**src/rtl/steg_pkg.sv**
```systemverilog
`timescale 1ns / 1ps
`default_nettype none

package steg_pkg;

    // Table and index sizes
    localparam int SINE_TABLE_BITS = 10;
    localparam int INDEX_BITS      = 20;
    localparam int SINE_QBITS      = SINE_TABLE_BITS - 2;
    localparam int SINE_QUARTER    = 1 << SINE_QBITS;

    // Configuration port
    localparam int CFG_INDEX_W = 3;
    localparam int CFG_DATA_W  = 31;

    typedef enum logic [CFG_INDEX_W-1:0] {
        CFG_WAVEFORM,
        CFG_START_INC,
        CFG_SWEEP_STEP,
        CFG_PROGRESS_STEP,
        CFG_ATTACK_LENGTH,
        CFG_ATTACK_STEP,
        CFG_DECAY_FACTOR,
        CFG_VOLUME
    } cfg_index_t;

    // Waveform codes; the remaining codes give silence
    localparam logic [2:0] WAVE_SINE     = 3'd0;
    localparam logic [2:0] WAVE_SQUARE   = 3'd1;
    localparam logic [2:0] WAVE_TRIANGLE = 3'd2;
    localparam logic [2:0] WAVE_SAW      = 3'd3;
    localparam logic [2:0] WAVE_NOISE    = 3'd4;

    // Noise generator
    localparam logic [15:0] LFSR_SEED = 16'hACE1;
    localparam logic [15:0] LFSR_TAPS = 16'hB400;

    // Progress accumulator, Q.24 with one guard bit
    localparam int PROG_W = 25;
    localparam logic [PROG_W-1:0] PROG_ONE = 25'h100_0000;

    // Attack compare width
    localparam int ATT_CMP_W = (INDEX_BITS > 20) ? INDEX_BITS : 20;

    // Digit-serial multiplier geometry
    localparam int MUL_DIGIT_W = 4;
    localparam int MUL_B_MIN   = 17;
    localparam int MUL_DIGITS  = (MUL_B_MIN + MUL_DIGIT_W - 1) / MUL_DIGIT_W;
    localparam int MUL_BW      = MUL_DIGITS * MUL_DIGIT_W;
    localparam int MUL_AW      = (INDEX_BITS > MUL_B_MIN) ? INDEX_BITS : MUL_B_MIN;
    localparam int MUL_PW      = MUL_AW + MUL_BW;
    localparam int MUL_CNT_W   = $clog2(MUL_DIGITS + 1);

    typedef struct packed {
        logic [2:0]         waveform;
        logic [30:0]        start_increment;
        logic signed [20:0] sweep_step;
        logic [24:0]        progress_step;
        logic [19:0]        attack_length;
        logic [15:0]        attack_step;
        logic [15:0]        decay_factor;
        logic [15:0]        volume;
    } steg_cfg_t;

    localparam steg_cfg_t CFG_RESET = '{
        waveform:        WAVE_SINE,
        start_increment: 31'd0,
        sweep_step:      21'sd0,
        progress_step:   25'd65536,
        attack_length:   20'd220,
        attack_step:     16'd297,
        decay_factor:    16'd65530,
        volume:          16'd32768
    };

    typedef struct packed {
        logic              load;
        logic [MUL_AW-1:0] a;
        logic [MUL_BW-1:0] b;
    } steg_mul_req_t;

    typedef struct packed {
        logic              busy;
        logic [MUL_PW-1:0] product;
    } steg_mul_rsp_t;

    typedef enum logic [2:0] {
        ST_IDLE,
        ST_ADVANCE,
        ST_LOAD,
        ST_MUL,
        ST_UPDATE,
        ST_OUT
    } steg_state_t;

    typedef enum logic [2:0] {
        OP_ENV,
        OP_DECAY,
        OP_FADE,
        OP_ENV_FADE,
        OP_VOLUME,
        OP_TONE
    } steg_op_t;

    // Quarter-wave sine magnitudes, Q1.15
    typedef logic [14:0] sine_lut_t [SINE_QUARTER];

    function automatic sine_lut_t sine_lut_build();
        sine_lut_t   lut;
        logic [63:0] x;
        logic [63:0] x2;
        logic [63:0] in1;
        logic [63:0] in2;
        logic [63:0] y;
        logic [63:0] v;
        for (int i = 0; i < SINE_QUARTER; i++) begin
            x   = 64'(i) << (16 - SINE_QBITS);
            x2  = (x * x) >> 16;
            in1 = 64'd42048 - ((64'd4640 * x2) >> 16);
            in2 = 64'd102944 - ((x2 * in1) >> 16);
            y   = (x * in2) >> 16;
            v   = (y + 64'd1) >> 1;
            lut[i] = (v > 64'd32767) ? 15'h7FFF : v[14:0];
        end
        return lut;
    endfunction

    localparam sine_lut_t SINE_LUT = sine_lut_build();

endpackage

`default_nettype wire

```
**src/rtl/swept_tone_envelope_generator.sv**
```systemverilog
// While no tone sounds and without restart, a request goes straight to the output register;
// otherwise the phase advances, six products go one after another through one 4-bit
// digit-serial multiplier, the voice state is stepped and the result is registered. Only
// then is a new request taken; the output register lets it in while a result still waits.
// Reset (aresetn low, synchronous) restores register defaults, silences the voice and
// reseeds the noise generator.
`timescale 1ns / 1ps
`default_nettype none

module swept_tone_envelope_generator (
    input  logic                             aclk,
    input  logic                             aresetn,
    input  logic                             cfg_wr_en,
    input  logic [steg_pkg::CFG_INDEX_W-1:0] cfg_index,
    input  logic [steg_pkg::CFG_DATA_W-1:0]  cfg_wr_data,
    input  logic                             s_valid,
    output logic                             s_ready,
    input  logic signed [15:0]               s_mix_in,
    input  logic                             s_restart,
    output logic                             m_valid,
    input  logic                             m_ready,
    output logic signed [15:0]               m_mix_out,
    output logic signed [15:0]               m_tone_sample,
    output logic                             m_active,
    output logic                             m_last
);
    import steg_pkg::*;

    steg_cfg_t     cfg;
    steg_mul_req_t mul_req;
    steg_mul_rsp_t mul_rsp;

    steg_state_t state_reg;
    steg_state_t state_next;
    steg_op_t    op_reg;
    steg_op_t    op_next;

    // Voice state
    logic [31:0]           phase_acc_reg;
    logic [31:0]           phase_acc_next;
    logic [31:0]           phase_inc_reg;
    logic [31:0]           phase_inc_next;
    logic [INDEX_BITS-1:0] sample_index_reg;
    logic [INDEX_BITS-1:0] sample_index_next;
    logic [PROG_W-1:0]     progress_reg;
    logic [PROG_W-1:0]     progress_next;
    logic [15:0]           decay_level_reg;
    logic [15:0]           decay_level_next;
    logic [15:0]           lfsr_reg;
    logic [15:0]           lfsr_next;
    logic                  sounding_reg;
    logic                  sounding_next;

    // Working values of the current request
    logic signed [15:0] mix_reg;
    logic signed [15:0] mix_next;
    logic signed [15:0] tone_reg;
    logic signed [15:0] tone_next;
    logic               active_reg;
    logic               active_next;
    logic               last_reg;
    logic               last_next;
    logic               in_attack_reg;
    logic               in_attack_next;
    logic [15:0]        env_reg;
    logic [15:0]        env_next;
    logic [15:0]        fade_reg;
    logic [15:0]        fade_next;
    logic [15:0]        gain_reg;
    logic [15:0]        gain_next;
    logic [15:0]        decay_new_reg;
    logic [15:0]        decay_new_next;

    // Output register
    logic               m_valid_reg;
    logic               m_valid_next;
    logic signed [15:0] m_mix_out_reg;
    logic signed [15:0] m_mix_out_next;
    logic signed [15:0] m_tone_reg;
    logic signed [15:0] m_tone_next;
    logic               m_active_reg;
    logic               m_active_next;
    logic               m_last_reg;
    logic               m_last_next;

    logic               accept;
    logic               out_free;
    logic               out_load;
    logic               mul_load;
    logic               mul_done;
    logic signed [15:0] osc;
    logic [15:0]        osc_u;
    logic [15:0]        osc_mag;
    logic [16:0]        p_q16;

    steg_cfg u_cfg (
        .aclk        (aclk),
        .aresetn     (aresetn),
        .cfg_wr_en   (cfg_wr_en),
        .cfg_index   (cfg_index),
        .cfg_wr_data (cfg_wr_data),
        .cfg         (cfg)
    );

    steg_digit_mul u_mul (
        .aclk    (aclk),
        .aresetn (aresetn),
        .req     (mul_req),
        .rsp     (mul_rsp)
    );

    steg_osc u_osc (
        .waveform (cfg.waveform),
        .phase    (phase_acc_reg),
        .lfsr     (lfsr_reg),
        .osc      (osc)
    );

    assign accept   = s_valid && s_ready;
    assign out_free = !m_valid_reg || m_ready;
    assign mul_done = !mul_rsp.busy;
    assign osc_u    = unsigned'(osc);
    assign osc_mag  = osc_u[15] ? (~osc_u + 16'd1) : osc_u;
    assign p_q16    = progress_reg[PROG_W-1:8];

    // Next state and next product
    always_comb begin
        state_next = state_reg;
        op_next    = op_reg;
        unique case (state_reg)
            ST_IDLE: begin
                if (s_valid) begin
                    state_next = (s_restart || sounding_reg) ? ST_ADVANCE : ST_OUT;
                    op_next    = OP_ENV;
                end
            end
            ST_ADVANCE: state_next = ST_LOAD;
            ST_LOAD:    state_next = ST_MUL;
            ST_MUL: begin
                if (mul_done) begin
                    unique case (op_reg)
                        OP_ENV:      op_next = OP_DECAY;
                        OP_DECAY:    op_next = OP_FADE;
                        OP_FADE:     op_next = OP_ENV_FADE;
                        OP_ENV_FADE: op_next = OP_VOLUME;
                        OP_VOLUME:   op_next = OP_TONE;
                        default:     op_next = OP_TONE;
                    endcase
                    state_next = (op_reg == OP_TONE) ? ST_UPDATE : ST_LOAD;
                end
            end
            ST_UPDATE: state_next = ST_OUT;
            ST_OUT: begin
                if (out_free) begin
                    state_next = ST_IDLE;
                end
            end
            default: state_next = ST_IDLE;
        endcase
    end

    // State machine outputs
    always_comb begin
        s_ready  = 1'b0;
        mul_load = 1'b0;
        out_load = 1'b0;
        unique case (state_reg)
            ST_IDLE: s_ready  = 1'b1;
            ST_LOAD: mul_load = 1'b1;
            ST_OUT:  out_load = out_free;
            default: s_ready  = 1'b0;
        endcase
    end

    // Select multiplier operands for the current product
    always_comb begin
        mul_req.load = mul_load;
        unique case (op_reg)
            OP_ENV: begin
                mul_req.a = MUL_AW'(sample_index_reg);
                mul_req.b = MUL_BW'(cfg.attack_step);
            end
            OP_DECAY: begin
                mul_req.a = MUL_AW'(decay_level_reg);
                mul_req.b = MUL_BW'(cfg.decay_factor);
            end
            OP_FADE: begin
                mul_req.a = MUL_AW'(p_q16);
                mul_req.b = MUL_BW'(p_q16);
            end
            OP_ENV_FADE: begin
                mul_req.a = MUL_AW'(env_reg);
                mul_req.b = MUL_BW'(fade_reg);
            end
            OP_VOLUME: begin
                mul_req.a = MUL_AW'(gain_reg);
                mul_req.b = MUL_BW'(cfg.volume);
            end
            default: begin
                mul_req.a = MUL_AW'(osc_mag);
                mul_req.b = MUL_BW'(gain_reg);
            end
        endcase
    end

    // Voice datapath
    always_comb begin
        logic [16:0] pp_hi;
        logic [31:0] tone_prod;
        logic [33:0] inc_sum;
        logic [25:0] prog_sum;

        phase_acc_next    = phase_acc_reg;
        phase_inc_next    = phase_inc_reg;
        sample_index_next = sample_index_reg;
        progress_next     = progress_reg;
        decay_level_next  = decay_level_reg;
        lfsr_next         = lfsr_reg;
        sounding_next     = sounding_reg;
        mix_next          = mix_reg;
        tone_next         = tone_reg;
        active_next       = active_reg;
        last_next         = last_reg;
        in_attack_next    = in_attack_reg;
        env_next          = env_reg;
        fade_next         = fade_reg;
        gain_next         = gain_reg;
        decay_new_next    = decay_new_reg;
        pp_hi             = mul_rsp.product[32:16];
        tone_prod         = osc_u[15] ? (~mul_rsp.product[31:0] + 32'd1)
                                      : mul_rsp.product[31:0];
        inc_sum           = {2'b00, phase_inc_reg}
                          + {{13{cfg.sweep_step[20]}}, cfg.sweep_step};
        prog_sum          = {1'b0, progress_reg} + {1'b0, cfg.progress_step};

        // Take the request; a restart rewinds the voice before it sounds
        if (accept) begin
            mix_next    = s_mix_in;
            tone_next   = '0;
            active_next = s_restart || sounding_reg;
            last_next   = 1'b0;
            if (s_restart) begin
                phase_acc_next    = '0;
                phase_inc_next    = {1'b0, cfg.start_increment};
                sample_index_next = '0;
                progress_next     = '0;
                decay_level_next  = 16'hFFFF;
                sounding_next     = 1'b1;
            end
        end

        // Advance the phase and note whether the attack is still running
        if (state_reg == ST_ADVANCE) begin
            phase_acc_next = phase_acc_reg + phase_inc_reg;
            in_attack_next = ATT_CMP_W'(sample_index_reg) < ATT_CMP_W'(cfg.attack_length);
        end

        // Capture each finished product
        if ((state_reg == ST_MUL) && mul_done) begin
            case (op_reg)
                OP_ENV: begin
                    if (!in_attack_reg) begin
                        env_next = decay_level_reg;
                    end else if (|mul_rsp.product[MUL_PW-1:16]) begin
                        env_next = 16'hFFFF;
                    end else begin
                        env_next = mul_rsp.product[15:0];
                    end
                end
                OP_DECAY: decay_new_next = mul_rsp.product[31:16];
                OP_FADE: begin
                    fade_next = (pp_hi == '0) ? 16'hFFFF : 16'(17'h1_0000 - pp_hi);
                end
                OP_ENV_FADE: gain_next = mul_rsp.product[31:16];
                OP_VOLUME:   gain_next = mul_rsp.product[31:16];
                default:     tone_next = signed'(tone_prod[31:16]);
            endcase
        end

        // Step noise, sweep, index, progress and decay for the next sample
        if (state_reg == ST_UPDATE) begin
            lfsr_next = lfsr_reg[0] ? ((lfsr_reg >> 1) ^ LFSR_TAPS) : (lfsr_reg >> 1);
            if (inc_sum[33]) begin
                phase_inc_next = '0;
            end else if (inc_sum[32]) begin
                phase_inc_next = '1;
            end else begin
                phase_inc_next = inc_sum[31:0];
            end
            if (sample_index_reg != '1) begin
                sample_index_next = sample_index_reg + 1'b1;
            end
            if (|prog_sum[25:24]) begin
                last_next     = 1'b1;
                sounding_next = 1'b0;
                progress_next = PROG_ONE;
            end else begin
                progress_next = prog_sum[PROG_W-1:0];
            end
            if (!in_attack_reg) begin
                decay_level_next = decay_new_reg;
            end
        end
    end

    // Output register: add the tone to the mix with saturation
    always_comb begin
        logic [16:0] msum;

        m_valid_next   = m_valid_reg && !m_ready;
        m_mix_out_next = m_mix_out_reg;
        m_tone_next    = m_tone_reg;
        m_active_next  = m_active_reg;
        m_last_next    = m_last_reg;
        msum           = {mix_reg[15], mix_reg} + {tone_reg[15], tone_reg};
        if (out_load) begin
            m_valid_next = 1'b1;
            if (msum[16] != msum[15]) begin
                m_mix_out_next = msum[16] ? 16'sh8000 : 16'sh7FFF;
            end else begin
                m_mix_out_next = signed'(msum[15:0]);
            end
            m_tone_next   = tone_reg;
            m_active_next = active_reg;
            m_last_next   = last_reg;
        end
    end

    // Control and voice state
    always_ff @(posedge aclk) begin
        if (!aresetn) begin
            state_reg        <= ST_IDLE;
            op_reg           <= OP_ENV;
            m_valid_reg      <= 1'b0;
            phase_acc_reg    <= '0;
            phase_inc_reg    <= '0;
            sample_index_reg <= '0;
            progress_reg     <= '0;
            decay_level_reg  <= 16'hFFFF;
            lfsr_reg         <= LFSR_SEED;
            sounding_reg     <= 1'b0;
        end else begin
            state_reg        <= state_next;
            op_reg           <= op_next;
            m_valid_reg      <= m_valid_next;
            phase_acc_reg    <= phase_acc_next;
            phase_inc_reg    <= phase_inc_next;
            sample_index_reg <= sample_index_next;
            progress_reg     <= progress_next;
            decay_level_reg  <= decay_level_next;
            lfsr_reg         <= lfsr_next;
            sounding_reg     <= sounding_next;
        end
    end

    // Payload
    always_ff @(posedge aclk) begin
        mix_reg       <= mix_next;
        tone_reg      <= tone_next;
        active_reg    <= active_next;
        last_reg      <= last_next;
        in_attack_reg <= in_attack_next;
        env_reg       <= env_next;
        fade_reg      <= fade_next;
        gain_reg      <= gain_next;
        decay_new_reg <= decay_new_next;
        m_mix_out_reg <= m_mix_out_next;
        m_tone_reg    <= m_tone_next;
        m_active_reg  <= m_active_next;
        m_last_reg    <= m_last_next;
    end

    assign m_valid       = m_valid_reg;
    assign m_mix_out     = m_mix_out_reg;
    assign m_tone_sample = m_tone_reg;
    assign m_active      = m_active_reg;
    assign m_last        = m_last_reg;

endmodule

`default_nettype wire

```
**src/rtl/steg_cfg.sv**
```systemverilog
`timescale 1ns / 1ps
`default_nettype none

module steg_cfg (
    input  logic                             aclk,
    input  logic                             aresetn,
    input  logic                             cfg_wr_en,
    input  logic [steg_pkg::CFG_INDEX_W-1:0] cfg_index,
    input  logic [steg_pkg::CFG_DATA_W-1:0]  cfg_wr_data,
    output steg_pkg::steg_cfg_t              cfg
);
    import steg_pkg::*;

    steg_cfg_t cfg_reg;
    steg_cfg_t cfg_next;

    // Decode the write and take the low bits of the data
    always_comb begin
        cfg_next = cfg_reg;
        if (cfg_wr_en) begin
            unique case (cfg_index_t'(cfg_index))
                CFG_WAVEFORM:      cfg_next.waveform        = cfg_wr_data[2:0];
                CFG_START_INC:     cfg_next.start_increment = cfg_wr_data[30:0];
                CFG_SWEEP_STEP:    cfg_next.sweep_step      = signed'(cfg_wr_data[20:0]);
                CFG_PROGRESS_STEP: cfg_next.progress_step   = cfg_wr_data[24:0];
                CFG_ATTACK_LENGTH: cfg_next.attack_length   = cfg_wr_data[19:0];
                CFG_ATTACK_STEP:   cfg_next.attack_step     = cfg_wr_data[15:0];
                CFG_DECAY_FACTOR:  cfg_next.decay_factor    = cfg_wr_data[15:0];
                CFG_VOLUME:        cfg_next.volume          = cfg_wr_data[15:0];
                default:           cfg_next = cfg_reg;
            endcase
        end
    end

    always_ff @(posedge aclk) begin
        if (!aresetn) begin
            cfg_reg <= CFG_RESET;
        end else begin
            cfg_reg <= cfg_next;
        end
    end

    assign cfg = cfg_reg;

endmodule

`default_nettype wire

```
**src/rtl/steg_digit_mul.sv**
```systemverilog
`timescale 1ns / 1ps
`default_nettype none

module steg_digit_mul (
    input  logic                    aclk,
    input  logic                    aresetn,
    input  steg_pkg::steg_mul_req_t req,
    output steg_pkg::steg_mul_rsp_t rsp
);
    import steg_pkg::*;

    logic [MUL_AW-1:0]             a_reg;
    logic [MUL_AW-1:0]             a_next;
    logic [MUL_PW-1:0]             acc_reg;
    logic [MUL_PW-1:0]             acc_next;
    logic [MUL_CNT_W-1:0]          cnt_reg;
    logic [MUL_CNT_W-1:0]          cnt_next;
    logic [MUL_DIGIT_W-1:0]        digit;
    logic [MUL_AW+MUL_DIGIT_W-1:0] partial;
    logic [MUL_AW+MUL_DIGIT_W-1:0] sum;

    // Multiply the stored operand by the lowest multiplier digit
    assign digit   = acc_reg[MUL_DIGIT_W-1:0];
    assign partial = (MUL_AW+MUL_DIGIT_W)'(a_reg) * (MUL_AW+MUL_DIGIT_W)'(digit);
    assign sum     = (MUL_AW+MUL_DIGIT_W)'(acc_reg[MUL_PW-1:MUL_BW]) + partial;

    // Load operands, then shift one digit out and the partial sum in each cycle
    always_comb begin
        a_next   = a_reg;
        acc_next = acc_reg;
        cnt_next = cnt_reg;
        if (req.load) begin
            a_next   = req.a;
            acc_next = {{MUL_AW{1'b0}}, req.b};
            cnt_next = MUL_CNT_W'(MUL_DIGITS);
        end else if (cnt_reg != '0) begin
            acc_next = {sum, acc_reg[MUL_BW-1:MUL_DIGIT_W]};
            cnt_next = cnt_reg - 1'b1;
        end
    end

    always_ff @(posedge aclk) begin
        if (!aresetn) begin
            cnt_reg <= '0;
        end else begin
            cnt_reg <= cnt_next;
        end
    end

    always_ff @(posedge aclk) begin
        a_reg   <= a_next;
        acc_reg <= acc_next;
    end

    assign rsp.busy    = (cnt_reg != '0);
    assign rsp.product = acc_reg;

endmodule

`default_nettype wire

```
**src/rtl/steg_osc.sv**
```systemverilog
`timescale 1ns / 1ps
`default_nettype none

module steg_osc (
    input  logic [2:0]         waveform,
    input  logic [31:0]        phase,
    input  logic [15:0]        lfsr,
    output logic signed [15:0] osc
);
    import steg_pkg::*;

    logic [SINE_TABLE_BITS-1:0] k;
    logic [1:0]                 quad;
    logic [SINE_QBITS-1:0]      r;
    logic [SINE_QBITS-1:0]      idx;
    logic                       peak;
    logic [14:0]                mag;
    logic [15:0]                sine;
    logic [31:0]                tri_d;
    logic [16:0]                tri_q;
    logic [15:0]                tri_v;
    logic [15:0]                saw;
    logic [15:0]                square;

    // Sine: fold the phase onto the quarter table; the crest is not stored
    assign k    = phase[31 -: SINE_TABLE_BITS];
    assign quad = k[SINE_TABLE_BITS-1 -: 2];
    assign r    = k[SINE_QBITS-1:0];
    assign idx  = quad[0] ? SINE_QBITS'(~r + 1'b1) : r;
    assign peak = quad[0] && (r == '0);
    assign mag  = peak ? 15'h7FFF : SINE_LUT[idx];
    assign sine = quad[1] ? (~{1'b0, mag} + 16'd1) : {1'b0, mag};

    // Triangle: distance from mid-phase, capped at full scale
    assign tri_d = phase[31] ? {1'b0, phase[30:0]} : (32'h8000_0000 - {1'b0, phase[30:0]});
    assign tri_q = tri_d[31:15];
    assign tri_v = tri_q[16] ? 16'h7FFF : {~tri_q[15], tri_q[14:0]};

    assign saw    = {~phase[31], phase[30:16]};
    assign square = phase[31] ? 16'h8000 : 16'h7FFF;

    // Select the waveform
    always_comb begin
        unique case (waveform)
            WAVE_SINE:     osc = signed'(sine);
            WAVE_SQUARE:   osc = signed'(square);
            WAVE_TRIANGLE: osc = signed'(tri_v);
            WAVE_SAW:      osc = signed'(saw);
            WAVE_NOISE:    osc = signed'(lfsr);
            default:       osc = '0;
        endcase
    end

endmodule

`default_nettype wire

```
**config.mk**
```make
export PLATFORM = sky130hd
export DESIGN_NAME = swept_tone_envelope_generator
export DESIGN_NICKNAME = d
export VERILOG_FILES = /design/src/rtl/steg_pkg.sv /design/src/rtl/swept_tone_envelope_generator.sv /design/src/rtl/steg_cfg.sv /design/src/rtl/steg_digit_mul.sv /design/src/rtl/steg_osc.sv
export SDC_FILE = /design/constraint.sdc
export NUM_CORES = 2
export LEC_CHECK = 0
export ABC_AREA = 1
export BUFFER_PORTS_ARGS = -buffer_cell sky130_fd_sc_hd__buf_2
export CAP_MARGIN = 10
export CORE_ASPECT_RATIO = 1.25
export CORE_UTILIZATION = 50
export CTS_CLUSTER_DIAMETER = 40
export DETAILED_ROUTE_END_ITERATION = 10
export PLACE_DENSITY = 0.71
export SYNTH_ARGS = -nofsm -noshare
export SYNTH_HDL_FRONTEND = slang
export SYNTH_SLANG_ARGS = --single-unit
```
**constraint.sdc**
```tcl
create_clock -name aclk -period 13.31 [get_ports aclk]
set_clock_uncertainty 0.1 [all_clocks]
set_input_delay 1.9965 -clock aclk [delete_from_list [all_inputs] [get_ports aclk]]
set_output_delay 1.9965 -clock aclk [all_outputs]
set_load 0.05 [all_outputs]
```
Word level (Yosys, flattened, before mapping) --
Memories as Yosys holds them, arrays and structs flattened. Index checks and enable logic that the tools add are counted.
Storage, ports and cells: memories 1, flip-flop bits (word level) 493, ROM bits 3840, word-level logic and storage cells 196, output and inout bits 36
Memory list:
- (no name shown) | words 256, width 15, read ports 1, clocked after Yosys merged registers in 0, write ports 0, RTL line steg_osc.sv:31 | assign mag = peak ? 15'h7FFF : SINE_LUT[idx];
Cells by class: equal/unequal tests 26, bitwise gates (word level) 9, multipliers 1, mux-type cells 65, $add $sub $neg 13, reduce and logical (&&, ||, !) cells 43, $lt $le $gt $ge 2
Operator list (number):
- 2-to-1 mux 32 bit | 10
- 2-to-1 mux 16 bit | 16
- one-hot mux 40 bit (5 select lines) | 1
- 2-to-1 mux 20 bit | 6
- 2-to-1 mux 25 bit | 4
- one-hot mux 16 bit (5 select lines) | 1
- 2-to-1 mux 15 bit | 3
- adder 33 x 21 -> 34 bit | 1
- adder 16 x 1 -> 16 bit (second input constant) | 2
- adder 32 x 1 -> 32 bit (second input constant) | 1
- adder 32 bit | 1
- NOT 32 bit | 1
- subtractor 32 x 31 -> 32 bit (first input constant) | 1
- AND reduction 2 bit | 14
- equality test 3 bit (second input constant) | 9
- 2-to-1 mux 3 bit | 9
- adder 25 x 25 -> 26 bit | 1
- adder 20 x 24 -> 24 bit | 1
- equality test 3 x 2 -> 1 bit (second input constant) | 8
- multiplier 20 x 4 -> 24 bit | 1
- OR reduction 24 bit | 1
- adder 20 x 1 -> 20 bit (second input constant) | 1
- less-than comparator 20 bit | 1
- inequality test 20 bit (second input constant) | 1
- other kinds (30) | 64

Logic depth before layout (Yosys ltp) --
word-level depth 17, depth in mapped cells 41

By module --
From an unflattened synthesis, not the netlist that was laid out.
Second synthesis, totals: cells, all modules 5841, area total of the unflattened synthesis 37699.9 sq um
By module, submodules not included:
- swept_tone_envelope_generator | area each 20194.4 sq um, instances 1, seq. area each 6806.5 sq um, cells an instance 2936
- steg_digit_mul | area each 6179.7 sq um, instances 1, seq. area each 1661.6 sq um, cells an instance 873
- steg_cfg | area each 5775.5 sq um, instances 1, seq. area each 2962.8 sq um, cells an instance 824
- steg_osc | area each 5550.3 sq um, instances 1, seq. area each 0.0 sq um, cells an instance 1208

Worst setup path before layout --
No wires, ideal clock.
path kind flip-flop to flip-flop, from register u_mul.acc_reg[3], to register u_mul.acc_reg[39], path slack 8.396 ns, clock period less this slack 4.914 ns, cell stages (with the launch flop) 25, data arrival time 4.699 ns, cell sequence edfxtp_1 clkbuf_1 nand2_1 fa_1 inv_1 fa_1 fa_1 ha_1 inv_1 o21bai_1 a31oi_1 o21ai_0 nand2_1 nand2_1 a21oi_1 o21ai_0 a21oi_1 nor2_1 nor2_1 o21ai_0 a21boi_0 o21ai_0 xor2_1 o21ai_0 inv_1
On the way: longest elaborated chain between the ends 2
RTL lines:
- start: declaration | RTL line steg_digit_mul.sv:14 | logic [MUL_PW-1:0] acc_reg;
- start signal: assignment | RTL line steg_digit_mul.sv:52 | acc_reg <= acc_next;
- multiplier 20 x 4 -> 24 bit | RTL line steg_digit_mul.sv:24 | assign partial = (MUL_AW+MUL_DIGIT_W)'(a_reg) * (MUL_AW+MUL_DIGIT_W)'(digit);
- adder 20 x 24 -> 24 bit | RTL line steg_digit_mul.sv:25 | assign sum = (MUL_AW+MUL_DIGIT_W)'(acc_reg[MUL_PW-1:MUL_BW]) + partial;
No other way between the ends. A chain may end at the register's enable or synchronous reset.

==> insert_results.sql <==
INSERT INTO impl_metrics (metric_group, metric, value, unit) VALUES
('route', 'detailroute.via_count', '33600', ''),
('timing', 'fin_setup_tns', '0', 'ns'),
('route', 'final_antenna_net_count', '0', ''),
('synthesis', 'synth-xor-area-share', '1.91', '%'),
('timing', 'fin_crit', '6.16', 'ns'),
('placement', 'postPlaceCellArea', '34300', 'um2'),
('timing', 'tightest_slew', '1.15', 'ns'),
('cts', 'clock_sink_count', '493', ''),
('die', 'initial_utilization', '50.8', '%'),
('synthesis', 'post_synth_main_area_contributors', 'sky130_fd_sc_hd__dfxtp_1 (20%), sky130_fd_sc_hd__edfxtp_1 (14%), sky130_fd_sc_hd__nand2_1 (14%)', ''),
('power_and_ir_drop', 'combinational_power_share', '52.5', '%'),
('layout', 'layout-area-overhead-vs-synth', '10.6', '%'),
('synthesis', 'synth_top_family_by_area', 'simple AND/OR/NAND/NOR gates', ''),
('worst_setup_path', 'setup.worst_path.end_class', 'flip-flop', ''),
('global_route', 'largest_net_degree_at_the_start_of_global_routing', '133', ''),
('power_and_ir_drop', 'switching_share', '47.0', '%'),
('worst_setup_path', 'setup.worst_path.start', 'phase_acc_reg[22]$_SDFFE_PN0P_', ''),
('global_route', 'initial_antenna_violation_count', '2', ''),
('cts', 'cts_resized', '0', ''),
('route', 'firstDrtPassIters', '6', ''),
('placement', 'gp_congestion', '1.04', ''),
('timing', 'final_hold_viol_count', '0', ''),
('power_and_ir_drop', 'leakage', '17.3', 'nW'),
('worst_setup_path', 'worst_ep_required_time', '13.58', 'ns'),
('power_and_ir_drop', 'power_report.internal_total', '0.00464', 'W'),
('synthesis', 'synth.area.mux_share', '0', '%'),
('cts', 'clock_path_buffers', '3', ''),
('cts', 'tritoncts.num_buffers', '76', ''),
('synthesis', 'synth-compound-area-share', '17.7', '%'),
('job', 'max_cap_violations', '0', ''),
('worst_setup_path', 'critPathKind', 'reg2reg', ''),
('cts', 'insertion_delay', '0.63', 'ns'),
('layout', 'nFillCells', '6289', ''),
('worst_hold_path', 'holdCritPathClass', 'reg2reg', ''),
('worst_setup_path', 'worst_path_largest_cell_delay', '0.81', 'ns'),
('layout', 'final_core_util', '56.1', '%'),
('power_and_ir_drop', 'power.total', '0.00875', 'W'),
('timing', 'maxClockFrequency', '0.162', 'GHz'),
('power_and_ir_drop', 'pwr-share-clk', '23.0', '%'),
('die', 'fp-row-count', '105', ''),
('global_route', 'vias_in_the_first_global_route', '31500', ''),
('synthesis', 'ys_seq_area_share', '34.2', '%'),
('synthesis', 'synth.avg_cell_area', '7.01', 'um2'),
('die', 'io_pins', '92', ''),
('synthesis', 'async_reset_ff_share', '0', '%'),
('worst_setup_path', 'wp_data_arrival', '6.43', 'ns'),
('synthesis', 'synth-edff-count', '156', ''),
('power_and_ir_drop', 'sequentialPowerShare', '24.5', '%'),
('synthesis', 'synth_cell_type_count', '62', ''),
('die', 'design.core.area', '65800', 'um2'),
('layout', 'antenna-diode-count', '0', ''),
('timing', 'final_max_slew_viol_count', '0', ''),
('cts', 'tritoncts', 'yes', ''),
('global_route', 'grt_util_overall', '34.3', '%'),
('cts', 'h-tree-depth', '3', ''),
('cts', 'clk_pin_slew', '0.06', 'ns'),
('global_route', 'gr-total-overflow', '0', ''),
('timing', 'period_share', '46.3', '%'),
('synthesis', 'synthFlopType', 'sky130_fd_sc_hd__dfxtp_1', ''),
('synthesis', 'synth_top_area_cell', 'sky130_fd_sc_hd__dfxtp_1', ''),
('outcome', 'status', 'completed', ''),
('die', 'dieHeight', '291', 'um'),
('synthesis', 'mappedNetlistNets', '5063', ''),
('power_and_ir_drop', 'ir_drop', '0.155', 'mV'),
('worst_setup_path', 'critPathLaunchType', 'flip-flop', ''),
('synthesis', 'total_of_flip_flops_plus_latches_after_synthesis', '493', ''),
('layout', 'largest_register_ffs', '148', ''),
('timing', 'setup-violations-final', '0', ''),
('worst_hold_path', 'hold_path.startpoint', 'last_reg$_DFF_P_', ''),
('power_and_ir_drop', 'power-per-cell-area', '237', 'nW/um2'),
('placement', 'port_buffers', '91', '');
metal layers:
metal | up-vias | wire length, um | track usage [%]
li1 | 16000 | - | -
met1 | 15600 | 46700 | 43.6
met3 | 339 | 11000 | 6.27
met5 | - | 17 | 0
met2 | 1667 | 54700 | 55.9
met4 | 2 | 5570 | 15.9
power groups by stage:
stage                     Combinational, W  Clock (W)  Sequential (W)
after floorplan                    0.00343          0         0.00203
after global placement             0.00446          0         0.00216
after detailed placement           0.00450          0         0.00216
after CTS                          0.00453    0.00203         0.00213
after global routing               0.00516    0.00210         0.00216
final                              0.00460    0.00201         0.00214
layout make-up:
type                    instances  area, um2  area share (%)
multi-input cells            3614      19300            52.3
flip-flops and latches        493      11400            30.9
clock buffers                  97       2140            5.78
inverters                     447       1690            4.56
well taps                     856       1070            2.90
repair buffers                136        805            2.18
clock inverters                44        473            1.28
path summary, 6_finish.rpt:
kind | to | depth (start not counted)
worst max-delay path | u_mul.a_reg[11]$_DFFE_PP_ | 30
worst min-delay path | m_last$_DFFE_PP_ | 0
worst max register to register | u_mul.a_reg[11]$_DFFE_PP_ | 30
worst min register to register | m_last$_DFFE_PP_ | 0
placed cells by master, fill, tap and decap left out, drive strengths merged, types with 2 or more instances in the layout:
master | Yosys | layout
nand4 | 40 | 40
a21o | 8 | 8
buf | 67 | 135
o22ai | 13 | 13
or2 | 11 | 11
fa | 59 | 59
o21a | 12 | 12
dfxtp | 337 | 337
o2111ai | 4 | 4
a41oi | 3 | 3
a21boi | 13 | 13
a2111oi | 9 | 9
nor2 | 509 | 509
a32oi | 3 | 3
nand3 | 362 | 362
nand2 | 1256 | 1256
a311oi | 5 | 5
a211oi | 16 | 16
a21oi | 382 | 382
clkinvlp | 0 | 2
nor4 | 15 | 15
xor2 | 52 | 52
nor3 | 30 | 30
clkinv | 7 | 30
o211ai | 29 | 29
xnor2 | 21 | 21
o21bai | 11 | 11
edfxtp | 156 | 156
a221oi | 36 | 36
o221ai | 6 | 6
o31ai | 5 | 5
clkbuf | 146 | 97
o21ai | 486 | 486
nand3b | 4 | 4
a22oi | 2 | 2
a31oi | 24 | 24
ha | 181 | 181
inv | 440 | 456
bufinv | 0 | 3
a22o | 2 | 2
worst max-delay path: cells and delay by family (launching register included):
kind                     cells  cell delay (ns)
AO/OA/AOI/OAI                1             0.30
adder cells (fa/ha/maj)      3             1.01
buffers and inverters        6             0.93
flip-flops                   1             0.81
AND/OR/NAND/NOR             20             2.79
logic make-up after synthesis:
kind of cell	after synthesis
simple gates	2229
compound gates	1072
buf+inv	660
flops	493
fa+ha+maj	240
xor+xnor	73
per-stage QoR:
| stage | setup WS [ns] | cells | hold WS (ns) |
|---|---|---|---|
| 3_3_place_gp | 7.36 | 5545 | 0.314 |
| 5_1_grt | 6.64 | 5687 | 0.352 |
| 2_1_floorplan | 8.40 | 4767 | 0.300 |
| 3_5_place_dp | 7.22 | 5545 | 0.322 |
| 4_1_cts | 7.26 | 5686 | 0.334 |
| 6_report | 7.15 | 5687 | 0.333 |
No activity file was read; power rests on OpenSTA's default activity.
